===== src/rtl/rme_pkg.sv =====
// Shared types and constants of the RSA modular exponentiation unit.
// No dependencies; every other file imports this package.
package rme_pkg;

  // Default operand width
  localparam int VALUE_WIDTH_DEF = 16;

  // Configuration register indexes
  localparam int CFG_IDX_W = 2;
  typedef enum logic [CFG_IDX_W-1:0] {
    CFG_MODULUS      = 2'd0,
    CFG_PUBLIC_EXP   = 2'd1,
    CFG_PRIVATE_EXP  = 2'd2
  } cfg_idx_t;

  // Word mode codes
  typedef enum logic {
    MODE_ENCRYPT = 1'b0,
    MODE_DECRYPT = 1'b1
  } mode_t;

  // Controller states, one-hot
  typedef enum logic [7:0] {
    ST_IDLE = 8'b0000_0001,  // waiting for a word
    ST_RED  = 8'b0000_0010,  // base mod n, one bit per cycle
    ST_RDN  = 8'b0000_0100,  // store reduced base, init accumulator
    ST_NEXT = 8'b0000_1000,  // start squaring for next exponent bit
    ST_SQR  = 8'b0001_0000,  // modular square in progress
    ST_MST  = 8'b0010_0000,  // start multiply by base
    ST_MUL  = 8'b0100_0000,  // modular multiply in progress
    ST_FIN  = 8'b1000_0000   // load result register
  } state_t;

  // Controller to datapath commands
  typedef struct packed {
    logic load;       // capture word and exponent
    logic red_step;   // one restoring step of base reduction
    logic red_done;   // latch reduced base, init accumulator
    logic mul_start;  // load multiplier operands
    logic mul_sq;     // with mul_start: square instead of times base
    logic mul_step;   // one interleaved modular multiply step
    logic bit_next;   // advance to next exponent bit
    logic out_load;   // write result register
  } rme_cmd_t;

  // Datapath to controller status
  typedef struct packed {
    logic step_last;  // bit counter on last step
    logic exp_bit;    // current exponent bit (MSB first)
    logic exp_last;   // current exponent bit is the last one
    logic exp_zero;   // selected exponent is zero
  } rme_sts_t;

endpackage


===== src/rtl/rme_if.sv =====
// Valid/ready channel interfaces for the input and result words.
// Depends on rme_pkg for the default width.
interface rme_in_if import rme_pkg::*; #(
  parameter int VALUE_WIDTH = VALUE_WIDTH_DEF
);
  logic                   valid;
  logic                   ready;
  logic                   mode;
  logic [VALUE_WIDTH-1:0] base_value;

  modport source (output valid, output mode, output base_value, input ready);
  modport sink   (input valid, input mode, input base_value, output ready);
endinterface

interface rme_out_if import rme_pkg::*; #(
  parameter int VALUE_WIDTH = VALUE_WIDTH_DEF
);
  logic                   valid;
  logic                   ready;
  logic [VALUE_WIDTH-1:0] result_value;

  modport source (output valid, output result_value, input ready);
  modport sink   (input valid, input result_value, output ready);
endinterface


===== src/rtl/rme_datapath.sv =====
// Datapath: config registers, base reduction and shift-add modular multiplier.
// Depends on rme_pkg; driven by rme_controller through rme_cmd_t.
module rme_datapath import rme_pkg::*; #(
  parameter int VALUE_WIDTH = VALUE_WIDTH_DEF
) (
  input  logic                   clk,
  input  logic                   rst_n,
  input  logic                   cfg_we,
  input  logic [CFG_IDX_W-1:0]   cfg_index,
  input  logic [VALUE_WIDTH-1:0] cfg_wdata,
  input  logic                   in_mode,
  input  logic [VALUE_WIDTH-1:0] in_base,
  input  rme_cmd_t               cmd,
  output rme_sts_t               sts,
  output logic [VALUE_WIDTH-1:0] result
);

  localparam int W  = VALUE_WIDTH;
  localparam int CW = $clog2(W);

  logic [W-1:0]  modulus_r, pub_exp_r, priv_exp_r;
  logic [W:0]    mod_r;       // effective modulus, 2^W when n is zero
  logic [W-1:0]  exp_r;       // exponent, shifted out MSB first
  logic          ezero_r;
  logic [W-1:0]  base_r;      // raw base, shifted out during reduction
  logic [W-1:0]  bm_r;        // reduced base
  logic [W-1:0]  acc_r;       // remainder during reduction, then power
  logic [W-1:0]  a_r;         // multiplicand
  logic [W-1:0]  mb_r;        // multiplier, MSB first
  logic [W-1:0]  p_r;         // partial product mod n
  logic [CW-1:0] cnt_r;       // step counter
  logic [CW-1:0] ecnt_r;      // exponent bit counter
  logic [W-1:0]  res_r;

  logic [W-1:0]  sel_exp;
  logic          step_last;
  logic [W:0]    r_sh, r_sub;
  logic [W-1:0]  red_val;
  logic [W+1:0]  s_sum, m1, m2;
  logic [W-1:0]  p_val;

  // Configuration registers
  always_ff @(posedge clk) begin
    if (!rst_n) begin
      modulus_r  <= W'(1);
      pub_exp_r  <= W'(1);
      priv_exp_r <= W'(1);
    end else if (cfg_we) begin
      unique case (cfg_index)
        CFG_MODULUS:     modulus_r  <= cfg_wdata;
        CFG_PUBLIC_EXP:  pub_exp_r  <= cfg_wdata;
        CFG_PRIVATE_EXP: priv_exp_r <= cfg_wdata;
        default: ;
      endcase
    end
  end

  assign sel_exp   = (in_mode == MODE_DECRYPT) ? priv_exp_r : pub_exp_r;
  assign step_last = (cnt_r == CW'(W - 1));

  // Restoring reduction step: remainder stays below modulus
  assign r_sh    = {acc_r, base_r[W-1]};
  assign r_sub   = r_sh - mod_r;
  assign red_val = (r_sh >= mod_r) ? r_sub[W-1:0] : r_sh[W-1:0];

  // Interleaved multiply step: 2p + bit*a is below 3n, fold once or twice
  assign s_sum = {1'b0, p_r, 1'b0} + {2'b00, (mb_r[W-1] ? a_r : '0)};
  assign m1    = {1'b0, mod_r};
  assign m2    = {mod_r, 1'b0};
  always_comb begin
    p_val = s_sum[W-1:0];
    if (s_sum >= m2) begin
      p_val = W'(s_sum - m2);
    end else if (s_sum >= m1) begin
      p_val = W'(s_sum - m1);
    end
  end

  // Datapath registers
  always_ff @(posedge clk) begin
    if (cmd.load) begin
      mod_r   <= (modulus_r == '0) ? {1'b1, {W{1'b0}}} : {1'b0, modulus_r};
      exp_r   <= sel_exp;
      ezero_r <= (sel_exp == '0);
      base_r  <= in_base;
      acc_r   <= '0;
    end
    if (cmd.red_step) begin
      acc_r  <= red_val;
      base_r <= {base_r[W-2:0], 1'b0};
    end
    if (cmd.red_done) begin
      bm_r  <= acc_r;
      acc_r <= (mod_r == (W+1)'(1)) ? '0 : W'(1);
    end
    if (cmd.mul_start) begin
      a_r  <= cmd.mul_sq ? acc_r : bm_r;
      mb_r <= acc_r;
      p_r  <= '0;
    end
    if (cmd.mul_step) begin
      p_r  <= p_val;
      mb_r <= {mb_r[W-2:0], 1'b0};
      if (step_last) begin
        acc_r <= p_val;
      end
    end
    if (cmd.bit_next) begin
      exp_r <= {exp_r[W-2:0], 1'b0};
    end
    if (cmd.out_load) begin
      res_r <= ezero_r ? W'(1) : acc_r;
    end
  end

  // Counters
  always_ff @(posedge clk) begin
    if (!rst_n || cmd.load) begin
      cnt_r  <= '0;
      ecnt_r <= '0;
    end else begin
      if (cmd.red_step || cmd.mul_step) begin
        cnt_r <= step_last ? '0 : cnt_r + CW'(1);
      end
      if (cmd.bit_next) begin
        ecnt_r <= (ecnt_r == CW'(W - 1)) ? '0 : ecnt_r + CW'(1);
      end
    end
  end

  assign sts.step_last = step_last;
  assign sts.exp_bit   = exp_r[W-1];
  assign sts.exp_last  = (ecnt_r == CW'(W - 1));
  assign sts.exp_zero  = ezero_r;
  assign result        = res_r;

endmodule


===== src/rtl/rme_controller.sv =====
// Controller FSM sequencing reduction, square and multiply steps.
// Depends on rme_pkg; commands rme_datapath.
module rme_controller import rme_pkg::*; (
  input  logic     clk,
  input  logic     rst_n,
  input  logic     in_valid,
  output logic     in_ready,
  output logic     out_valid,
  input  logic     out_ready,
  input  rme_sts_t sts,
  output rme_cmd_t cmd
);

  state_t state_r, state_nxt;
  logic   out_valid_r, out_valid_nxt;
  logic   out_free;

  assign in_ready = (state_r == ST_IDLE);
  assign out_free = !out_valid_r || out_ready;

  // Next state and commands
  always_comb begin
    state_nxt = state_r;
    cmd       = '0;
    unique case (state_r)
      ST_IDLE: begin
        if (in_valid) begin
          cmd.load  = 1'b1;
          state_nxt = ST_RED;
        end
      end
      ST_RED: begin
        cmd.red_step = 1'b1;
        if (sts.step_last) state_nxt = ST_RDN;
      end
      ST_RDN: begin
        cmd.red_done = 1'b1;
        state_nxt    = sts.exp_zero ? ST_FIN : ST_NEXT;
      end
      ST_NEXT: begin
        cmd.mul_start = 1'b1;
        cmd.mul_sq    = 1'b1;
        state_nxt     = ST_SQR;
      end
      ST_SQR: begin
        cmd.mul_step = 1'b1;
        if (sts.step_last) begin
          if (sts.exp_bit) begin
            state_nxt = ST_MST;
          end else begin
            cmd.bit_next = 1'b1;
            state_nxt    = sts.exp_last ? ST_FIN : ST_NEXT;
          end
        end
      end
      ST_MST: begin
        cmd.mul_start = 1'b1;
        state_nxt     = ST_MUL;
      end
      ST_MUL: begin
        cmd.mul_step = 1'b1;
        if (sts.step_last) begin
          cmd.bit_next = 1'b1;
          state_nxt    = sts.exp_last ? ST_FIN : ST_NEXT;
        end
      end
      ST_FIN: begin
        if (out_free) begin
          cmd.out_load = 1'b1;
          state_nxt    = ST_IDLE;
        end
      end
      default: state_nxt = ST_IDLE;
    endcase
  end

  // Output word valid
  always_comb begin
    out_valid_nxt = out_valid_r;
    if (cmd.out_load) begin
      out_valid_nxt = 1'b1;
    end else if (out_ready) begin
      out_valid_nxt = 1'b0;
    end
  end

  always_ff @(posedge clk) begin
    if (!rst_n) begin
      state_r     <= ST_IDLE;
      out_valid_r <= 1'b0;
    end else begin
      state_r     <= state_nxt;
      out_valid_r <= out_valid_nxt;
    end
  end

  assign out_valid = out_valid_r;

endmodule


===== src/rtl/rsa_modular_exponentiation_unit.sv =====
// Top level of the RSA modular exponentiation unit.
// Depends on rme_pkg, rme_if, rme_controller and rme_datapath.
//   in_ch  : valid/ready word with mode (0 public, 1 private exponent) and
//            base_value. A word is taken only while the unit is idle.
//   out_ch : valid/ready word carrying base_value ^ e mod n.
//   cfg_*  : write modulus (0), public exponent (1), private exponent (2)
//            while idle; other indexes are ignored.
// Sequence, from the accepting edge to out_ch.valid: reduce the base (ST_RED),
//   store it and init the accumulator (ST_RDN), then per exponent bit a
//   square (ST_NEXT, ST_SQR) plus a multiply by the base (ST_MST, ST_MUL)
//   when the bit is set, then load the output register (ST_FIN). The single
//   shift-add modular multiplier handles one multiplier bit per cycle. A zero
//   exponent skips the bit loop, still runs the base reduction and returns 1.
// Between words: a new word is taken only once the unit is back in idle,
//   after the last result has been loaded into the output register.
// Reset (synchronous, active low) returns the configuration registers to 1 and drops
//   out_ch.valid. A stalled result is held in the output register; the next
//   word is accepted meanwhile and waits in its final cycle until the slot
//   frees up.
module rsa_modular_exponentiation_unit import rme_pkg::*; #(
  parameter int VALUE_WIDTH = VALUE_WIDTH_DEF
) (
  input  logic                   clk,
  input  logic                   rst_n,
  rme_in_if.sink                 in_ch,
  rme_out_if.source              out_ch,
  input  logic                   cfg_we,
  input  logic [CFG_IDX_W-1:0]   cfg_index,
  input  logic [VALUE_WIDTH-1:0] cfg_wdata
);

  rme_cmd_t cmd;
  rme_sts_t sts;

  rme_controller u_ctrl (
    .clk       (clk),
    .rst_n     (rst_n),
    .in_valid  (in_ch.valid),
    .in_ready  (in_ch.ready),
    .out_valid (out_ch.valid),
    .out_ready (out_ch.ready),
    .sts       (sts),
    .cmd       (cmd)
  );

  rme_datapath #(
    .VALUE_WIDTH (VALUE_WIDTH)
  ) u_dp (
    .clk       (clk),
    .rst_n     (rst_n),
    .cfg_we    (cfg_we),
    .cfg_index (cfg_index),
    .cfg_wdata (cfg_wdata),
    .in_mode   (in_ch.mode),
    .in_base   (in_ch.base_value),
    .cmd       (cmd),
    .sts       (sts),
    .result    (out_ch.result_value)
  );

endmodule


===== src/flat_wrapper.sv =====
// flat-port wrapper written by rule: the top's interface ports become plain ports
module rsa_modular_exponentiation_unit_flat import rme_pkg::*;
#(
  parameter int VALUE_WIDTH = VALUE_WIDTH_DEF
)
  (clk, rst_n, cfg_we, cfg_index, cfg_wdata, in_ch_valid, in_ch_mode, in_ch_base_value, in_ch_ready, out_ch_valid, out_ch_result_value, out_ch_ready);
  rme_in_if #(.VALUE_WIDTH(VALUE_WIDTH)) in_ch_i ();
  rme_out_if #(.VALUE_WIDTH(VALUE_WIDTH)) out_ch_i ();
  input  logic clk;
  input  logic rst_n;
  input  logic cfg_we;
  input  logic [CFG_IDX_W-1:0] cfg_index;
  input  logic [VALUE_WIDTH-1:0] cfg_wdata;
  input wire logic [$bits(in_ch_i.valid)-1:0] in_ch_valid;
  input wire logic [$bits(in_ch_i.mode)-1:0] in_ch_mode;
  input wire logic [$bits(in_ch_i.base_value)-1:0] in_ch_base_value;
  output wire logic [$bits(in_ch_i.ready)-1:0] in_ch_ready;
  output wire logic [$bits(out_ch_i.valid)-1:0] out_ch_valid;
  output wire logic [$bits(out_ch_i.result_value)-1:0] out_ch_result_value;
  input wire logic [$bits(out_ch_i.ready)-1:0] out_ch_ready;
  assign in_ch_i.valid = in_ch_valid;
  assign in_ch_i.mode = in_ch_mode;
  assign in_ch_i.base_value = in_ch_base_value;
  assign in_ch_ready = in_ch_i.ready;
  assign out_ch_valid = out_ch_i.valid;
  assign out_ch_result_value = out_ch_i.result_value;
  assign out_ch_i.ready = out_ch_ready;
  rsa_modular_exponentiation_unit #(.VALUE_WIDTH(VALUE_WIDTH)) u_core (.clk(clk), .rst_n(rst_n), .in_ch(in_ch_i), .out_ch(out_ch_i), .cfg_we(cfg_we), .cfg_index(cfg_index), .cfg_wdata(cfg_wdata));
endmodule

===== config.mk =====
export PLATFORM = sky130hd
export DESIGN_NAME = rsa_modular_exponentiation_unit_flat
export DESIGN_NICKNAME = d
export VERILOG_FILES = /design/src/rtl/rme_pkg.sv /design/src/rtl/rme_if.sv /design/src/rtl/rme_datapath.sv /design/src/rtl/rme_controller.sv /design/src/rtl/rsa_modular_exponentiation_unit.sv /design/src/flat_wrapper.sv
export SDC_FILE = /design/constraint.sdc
export NUM_CORES = 1
export LEC_CHECK = 0
export BUFFER_PORTS_ARGS = -buffer_cell sky130_fd_sc_hd__buf_2
export CAP_MARGIN = 15
export CORE_ASPECT_RATIO = 1.4
export CORE_UTILIZATION = 60
export CTS_CLUSTER_SIZE = 30
export DETAILED_ROUTE_END_ITERATION = 8
export PLACE_DENSITY = 0.78
export SKIP_LAST_GASP = 1
export SLEW_MARGIN = 20
export SYNTH_ARGS = -nofsm -noshare
export SYNTH_HDL_FRONTEND = slang
export SYNTH_SLANG_ARGS = --single-unit

===== constraint.sdc =====
create_clock -name clk -period 5.45 [get_ports clk]
set_clock_uncertainty 0.15 [all_clocks]
set_input_delay 0.2725 -clock clk [delete_from_list [all_inputs] [get_ports clk]]
set_output_delay 0.2725 -clock clk [all_outputs]
set_load 0.02 [all_outputs]

# Word-level counts from Yosys, hierarchy flattened
# Index checks and enable logic that the tools add are counted.
# Widths: inputs -> output; s select.
[totals]
inputBits = 40
ff_bits = 211
[classes]
reduce_logical = 17
mux = 46
magnitude_cmp = 3
eq_ne = 18
n_addsub = 6
[ops]
columns = ["cell", "n"]
rows = [
  ["$mux 16", 19],
  ["$mux 8", 8],
  ["$pmux 8 s8", 1],
  ["$sub 16x16->16", 3],
  ["$logic_not 16->1", 2],
  ["$add 17x16->18", 1],
  ["$ge 18x17->1", 1],
  ["$ge 18x18->1", 1],
  ["$eq 17x1->1 const B", 1],
  ["$ge 17x17->1", 1],
  ["$mux 17", 1],
  ["$mux 1", 14],
  ["$ne 2x2->1 const B", 5],
  ["$add 4x1->4 const B", 2],
  ["$eq 4x4->1 const B", 2],
  ["$eq 8x1->1 const B", 1],
  ["$eq 8x2->1 const B", 1],
  ["$eq 8x3->1 const B", 1],
  ["$eq 8x4->1 const B", 1],
  ["$eq 8x5->1 const B", 1],
  ["$eq 8x6->1 const B", 1],
  ["$eq 8x7->1 const B", 1],
  ["$eq 8x8->1 const B", 1],
  ["$mux 4", 2],
  ["other kinds (10)", 18],
]

# Logic depth before layout (Yosys ltp)
# Gate-level depths: netlist (run 1).
[depth]
word_depth = 7
depth_mapped = 22
depth_no_buf = 20

# By module
# From an unflattened synthesis (run 1), not the netlist that was laid out.
[unflattened]
hier_cells = 1276
area_unflattened_um2 = 12508.2
[modules_own_cells]
columns = ["mod", "seq_area_each_um2", "instances", "area_per_inst_um2", "cells_per_inst"]
rows = [
  ["rme_datapath", 5315.1, 1, 11793.8, 1195],
  ["rme_controller", 180.2, 1, 714.4, 81],
]

# Worst setup path before layout (run 1)
# No wires, ideal clock.
[synth_path]
path_kind = "reg2reg"
start = "reg u_core.u_dp.mb_r[15]"
end = "reg u_core.u_dp.acc_r[3]"
setup_slack_ns = 1.100
setup_ns = 0.130
stages_incl_launch_ff = 20
required_time_ns = 5.170
t_arrival_ns = 4.071
synth_period_minus_slack_ns = 4.350
n_path_buf = 2
cell_sequence = "edfxtp_1 clkbuf_1 and2_1 ha_1 a21o_1 or3_1 o22a_1 a21boi_0 xor2_1 inv_1 ha_1 a21o_1 a21o_1 a21oi_1 o21ai_0 nand4b_1 buf_4 mux2_2 a222oi_1 o21ai_1"
[synth_between]
elab_chain_cells = 7
word_cells_on_any_way = 10
cone_classes = "add/sub (3); order compare (2); mux (5)"
[synth_lines]
columns = ["element", "line_no", "rtl"]
rows = [
  ["start, declared", "rme_datapath.sv:29", "logic [W-1:0] mb_r;"],
  ["start signal, assigned", "rme_datapath.sv:98", "mb_r <= acc_r;"],
  ["start signal, assigned", "rme_datapath.sv:103", "mb_r <= {mb_r[W-2:0], 1'b0};"],
  ["$mux 16 *", "rme_datapath.sv:67", "assign s_sum = {1'b0, p_r, 1'b0} + {2'b00, (mb_r[W-1] ? a_r : '0)};"],
  ["$add 17x16->18 *", "rme_datapath.sv:67", ""],
  ["$sub 16x16->16 or $ge 18x17->1 (tied branches)", "rme_datapath.sv:75, rme_datapath.sv:74", ""],
  ["$mux 16", "rme_datapath.sv:74", "end else if (s_sum >= m1) begin"],
  ["$mux 16 *", "rme_datapath.sv:72", "if (s_sum >= m2) begin"],
  ["$mux 16 *", "rme_datapath.sv:104", "if (step_last) begin"],
  ["$mux 16 *", "rme_datapath.sv:101", "if (cmd.mul_step) begin"],
  ["end signal, assigned", "rme_datapath.sv:89", "acc_r <= red_val;"],
  ["end signal, assigned", "rme_datapath.sv:94", "acc_r <= (mod_r == (W+1)'(1)) ? '0 : W'(1);"],
  ["end signal, assigned", "rme_datapath.sv:105", "acc_r <= p_val;"],
  ["end, declared", "rme_datapath.sv:27", "logic [W-1:0] acc_r;"],
]
# Every way passes the cells marked *; elsewhere a longest branch is shown, timed or not.
# A chain may end at the register's enable or synchronous reset.

# Worst setup path after layout (run 1)
[layout_path]
start = "reg u_core.u_dp.mb_r[15]"
end = "reg u_core.u_dp.acc_r[6]"
# Same word-level chain as after synthesis.

==> reports/metrics.yaml, run 1 <==
power_and_ir_drop:
  p_seq_share_pct: 46.9
  netSwitchingFraction_pct: 26.40
  pwr-share-comb_pct: 15.3
  peakVddDrop_v: 0.0003016
  power.leakage_nw: 5.222
  powerDensity_nw_per_um2: 284.0
  p_int_w: 0.002823
  switching_power_w: 0.001012
  pwr-share-clk_pct: 37.8
  p_total_w: 0.003835
worst_setup_path:
  required_ns: 5.71
  critPathBufInv: 2
  worst-setup-path-type: "register to register"
  critPathMaxStageDelay_ns: 0.71
  end_kind: "register"
  crit_family: "compound AO/OA/AOI/OAI gates"
  path_cells: "and2_1, ha_1, inv_1, fa_1, nand2b_1, a21oi_1, o22a_1, a21boi_0, xor2_1, inv_1, ha_1, a21o_1, a21o_1, a21oi_1, o21ai_0, nor2_4, nor2_2, a22oi_1, o221ai_1"
  arrival_ns: 5.36
  cp_max_fo: 16
  critPathLaunchType: "register"
  cpMaxStageDelayCell: "o21ai_0"
global_route:
  grt_first_pass_wirelength_um: 49280
  grt_pass1_vias: 9507
  gr-total-overflow: 0
  grt_max_degree: 58
  grt_usage_pct: 31.53
  antenna_found_initial: 0
synth:
  synth_cell_types: 76
  synth_top_family_by_area: "compound AO/OA/AOI/OAI gates"
  async_flop_share_pct: 0
  yosys-mux-area-fraction_pct: 4.969
  synth-adder-area-share_pct: 7.766
  postSynthAreaPerCell_um2: 9.923
  syn_inst: 1208
  synth-compound-area-share_pct: 18.51
  yosys.area_share.xor_xnor_pct: 3.800
  syn_area_um2: 11990
  synth-seq-cells: 211
  ys_warn_count: 0
  synthSimpleGateAreaFrac_pct: 15.73
  syn-num-nets: 1320
  synthFlopType: "edfxtp_1"
  yosysSeqAreaShare_pct: 45.85
  synth_edf_count: 127
timing:
  hold_viol: 0
  maxSlewHeadroom_pct: 29.30
  fmax_mhz: 196.1
  final_max_slew_viol_count: 0
  tns_ns: 0
  worst_pin_slew_ns: 1.054
  period_minus_slack_ns: 5.100
  setup_viol: 0
  rsz0062_at_grt: "no"
  finalCritPeriodShare_pct: 93.59
  fin_ws_ns: 0.3495
cells_and_area:
  multi_input_area_um2: 6112
  seq_area_um2: 5495
  layout_commonest_cell: "nand2_1"
  final_cell_mix: "nand2_1, edfxtp_1, dfxtp_1"
  final_core_util_pct: 69.74
  drive_gt1_share_pct: 11.45
  nets: 1390
  diodes: 0
  final_cells: 1541
  fillers: 1450
  area_growth_pct: 12.68
clocking:
  cts_tree: "built"
  cts_htree_levels: 1
  cts_root_buf: "clkbuf_16"
  clk_latency_ns: 0.51
  cts_sinks: 211
  cts_buffer_depth: 3
  path_clk_slew_ns: 0.06
  post_cts_buffers: 0
  cts_made_buffers: 21
job:
  cap_violations: 0
route:
  wl_per_cell_um: 20.72
  vias: 9612
  routed_wl_um: 31940
  drc: 0
  dr.pass1.iters: 6
  viasPerCell: 6.238
  postRouteAntennaNets: 0
  drt_iter0_drc: 819
place:
  dp_slack_ns: 0.4123
  globalplace.congestion: 1.002
  hpwl_um: 22910
  dpl.cell_count: 1469
  port_buffers: 57
floorplan:
  core_area_um2: 19370
  die_h_um: 169.2
  start_util_pct: 61.89
  die_w_um: 121.5
  rows: 60
  pin_count: 58
  die_area_um2: 20550
worst_hold_path:
  hold_path_class: "input pin to register"
status:
  status: "finished, final reports clean"
## Yosys cell counts (all sizes together), types with 13 or more instances
master	n	area share, %
mux2	20	1.9
nor2b	22	1.1
dfxtp	84	14
xnor2	37	2.7
nor2	61	2.0
a21o	21	1.3
a211oi	13	0.86
and2	18	0.94
nand3	19	0.79
a22o	30	2.2
edfxtp	127	32
inv	42	1.3
a21boi	48	3.0
o21ai	73	3.0
ha	68	7.1
clkbuf	54	1.7
nand4	14	0.73
nor4	16	0.89
nand2	167	5.3
a21oi	61	2.6
mux2i	37	3.1
xor2	15	1.1
## power groups by stage
stage / sequential (W) / clock (W) / combinational [W]
after detailed placement: 0.00183 / 0 / 0.000552
after global routing: 0.00181 / 0.00152 / 0.000635
final: 0.00180 / 0.00145 / 0.000588
after floorplan: 0.00182 / 0 / 0.000399
after global placement: 0.00183 / 0 / 0.000544
after CTS: 0.00180 / 0.00146 / 0.000574
## stage by stage
stage                     instance area, µm²  hold WS (ns)
after CTS                              13500        0.1480
after global routing                   13510        0.1699
after global placement                 12480        0.2933
final                                  13510        0.1231
after detailed placement               12480        0.2988
after floorplan                        11990        0.2465
## what timing repair did
item                                    CTS  global route
endpoints found under the setup margin    0             1
hold buffers                             33             0
resized for setup                         0             0
hold endpoints to repair                 65             0
## cells by family (layout without fill, tap and decap cells)
group                    after synthesis  count (layout)
multiplexers                          57              57
AND/OR/NAND/NOR                      388             389
adder cells (fa/ha/maj)               72              72
XOR/XNOR                              52              52
flip-flops                           211             211
AO/OA/AOI/OAI                        325             325
buffers and inverters                103             187
## flip-flops by register name, summed over array words and instances (netlist names)
name and count:
u_core.u_dp.mod_r 17, u_core.u_dp.a_r 16, u_core.u_dp.acc_r 16, u_core.u_dp.base_r 16, u_core.u_dp.bm_r 16, u_core.u_dp.exp_r 16
u_core.u_dp.mb_r 16, u_core.u_dp.modulus_r 16, u_core.u_dp.p_r 16, u_core.u_dp.priv_exp_r 16, u_core.u_dp.pub_exp_r 16, u_core.u_dp.result 16
u_core.u_ctrl.state_r 8, u_core.u_dp.cnt_r 4, u_core.u_dp.ecnt_r 4, u_core.u_ctrl.out_valid 1, u_core.u_dp.ezero_r 1
## metal layers
metal | track usage, % | vias up | part of all wire [%] | routed length, µm
met3 | 4.099 | 130 | 5.9 | 1879
met4 | 21.10 | 0 | 7.2 | 2285
met5 | 0 | - | 0 | 0
met1 | 35.88 | 4522 | 37 | 11860
met2 | 54.77 | 380 | 50 | 15910
li1 | - | 4580 | - | -
## worst min-delay path, cell delays in order
cell and delay, ns:
buf_2 0.13, nor2_2 0.16, nand2_1 0.10, a21boi_0 0.06
## layout make-up
type                    count  area share [%]
flip-flops and latches    211           40.69
clock buffers              26           4.178
clock inverters            12          0.9171
inverters                  42           1.167
repair buffers            107           5.503
well taps                 248           2.297
multi-input cells         895           45.25
## final timing paths
check / end / startpoint / cells past startpoint / slack, ns
max: u_core.u_dp.acc_r[6] / u_core.u_dp.mb_r[15] / 19 / 0.35
min: u_core.u_dp.pub_exp_r[13] / cfg_index[1] / 4 / 0.12
max reg2reg: u_core.u_dp.acc_r[6] / u_core.u_dp.mb_r[15] / 19 / 0.35
min reg2reg: u_core.u_dp.mod_r[9] / u_core.u_dp.modulus_r[9] / 0 / 0.31
Power figures use the tool's default switching activity.
==> run 2: changes to the inputs <==
CORE_UTILIZATION = 56   (was 60)
PLACE_DENSITY = 0.77   (was 0.78)
clock period = 4.3 ns   (was 5.45 ns; I/O delays follow)
==> reports/metrics.yaml, run 2 (same netlist as run 1, synthesis figures left out) <==
cells_and_area:
  largest_reg_flops: 17
  nets: 1526
  regMostFlops: "u_core.u_dp.mod_r"
  layout_commonest_cell: "nand2_1"
  final_cell_mix: "nand2_1, buf_4, edfxtp_1"
  drive_gt1_share_pct: 25.23
  area_growth_pct: 26.81
  fillers: 1456
worst_hold_path:
  hold_path_class: "input pin to register"
  hold_depth: 4
  min_from: "cfg_index[1]"
timing:
  final_max_slew_viol_count: 0
  worst_pin_slew_ns: 1.013
  maxSlewHeadroom_pct: 32.25
  tns_ns: -5.581
  period_minus_slack_ns: 4.597
  rsz0062_at_grt: "yes"
  fin_ws_ns: -0.2974
  fmax_mhz: 217.5
  hold_viol: 0
  finalCritPeriodShare_pct: 106.9
  setup_viol: 32
floorplan:
  die_area_um2: 22000
  pin_count: 58
  die_w_um: 125.7
  rows: 63
  core_area_um2: 21050
  die_h_um: 175.1
  start_util_pct: 56.95
worst_setup_path:
  critPathLaunch: "u_core.u_dp.mb_r[15]"
  required_ns: 4.50
  arrival_ns: 4.80
  r2r_cells: 20
  critPathLaunchType: "register"
  cp_max_fo: 5
  r2r-start: "u_core.u_dp.mb_r[15]"
  worst-setup-path-type: "register to register"
  end_kind: "register"
route:
  postRouteAntennaNets: 0
  drt_iter0_drc: 713
  routed_wl_um: 35090
  viasPerCell: 6.151
  vias: 10380
  wl_per_cell_um: 20.79
  drc: 0
  dr.pass1.iters: 5
status:
  status: "finished with violations"
  violations: "negative setup slack"
clocking:
  cts_buffer_depth: 3
  cts_sinks: 211
  cts_made_buffers: 19
  path_clk_slew_ns: 0.07
  cts_htree_levels: 1
  cts_tree: "built"
  cts_root_buf: "clkbuf_16"
  clk_latency_ns: 0.49
global_route:
  antenna_found_initial: 0
  gr-total-overflow: 0
  grt_max_degree: 58
  grt_pass1_vias: 10350
  grt_usage_pct: 31.73
  grt_first_pass_wirelength_um: 54410
place:
  hpwl_um: 25100
  port_buffers: 57
  globalplace.congestion: 0.9517
  dp_slack_ns: -0.3212
power_and_ir_drop:
  power.leakage_nw: 6.001
  powerDensity_nw_per_um2: 338.4
  p_total_w: 0.005144
  peakVddDrop_v: 0.0003669
job:
  cap_violations: 0
## run 2: changes by cell type in the layout (fill, tap and decap cells not counted), sizes merged
| cell | change |
|---|---|
| clkbuf | -5 |
| bufinv | +3 |
| clkinv | -2 |
| nor2 | -1 |
| buf | +139 |
| diode | +1 |
## run 2: worst max-delay path: stages, from the launching register on
cell and delay (ns):
edfxtp_1 0.47, buf_6 0.17, and2_4 0.14, ha_4 0.15, a21o_1 0.18, or3_4 0.37, o22a_1 0.24, a21boi_2 0.14
xor2_1 0.15, buf_4 0.17, inv_4 0.05, ha_4 0.21, a21o_1 0.15, a21o_1 0.17, a21oi_2 0.20, o21ai_1 0.09
nand4b_1 0.21, buf_6 0.18, mux2_2 0.30, a222oi_1 0.39, o21ai_1 0.15
## run 2: area by class of cell
type	instances	area (µm²)	share of cell area [%]
diodes	1	2.502	0.01646
clock buffers	21	503.0	3.309
clock inverters	13	202.7	1.334
inverters	42	160.2	1.054
multi-input cells	894	6659	43.81
flip-flops and latches	211	5495	36.15
well taps	260	325.3	2.140
repair buffers	246	1852	12.18
## run 2: worst paths after layout
kind / endpoint / slack [ns]
min reg2reg: u_core.u_dp.base_r[0] / 0.31
max: u_core.u_dp.acc_r[3] / -0.30
max reg2reg: u_core.u_dp.acc_r[3] / -0.30
min: u_core.u_dp.pub_exp_r[10] / 0.09
## run 2: per-layer routing
metal | GRT usage [%] | vias to the layer above | share of wire (%)
li1 | - | 4864 | -
met1 | 35.35 | 5002 | 36
met2 | 56.90 | 397 | 51
met3 | 3.276 | 120 | 5.0
met4 | 21.65 | 0 | 7.2
met5 | 0 | - | 0
## run 2: timing repair
item	in CTS	in global routing
endpoints found under the setup margin	32	32
gates resized for setup	82	36
hold buffers	33	0
hold endpoints to repair	65	0
pin swaps	34	31
cloned	3	0
setup buffers	18	11
## run 2: metrics by stage
stage / area (µm²) / hold slack, ns / cells / utilization, %
final: 15200 / 0.08619 / 1688 / 72.22
after global routing: 15200 / 0.1265 / 1687 / 72.21
after CTS: 14960 / 0.1148 / 1678 / 71.08
after detailed placement: 13360 / 0.2999 / 1596 / 63.46
after global placement: 13360 / 0.2882 / 1596 / 63.46
after floorplan: 11990 / 0.1890 / 1208 / -
## run 2: where the power goes
group | leakage, nW | switching, W | internal, W
clock network | 0.346 | 0.000740 | 0.00115
logic | 3.80 | 0.000539 | 0.000428
registers | 1.85 | 0.0000528 | 0.00223
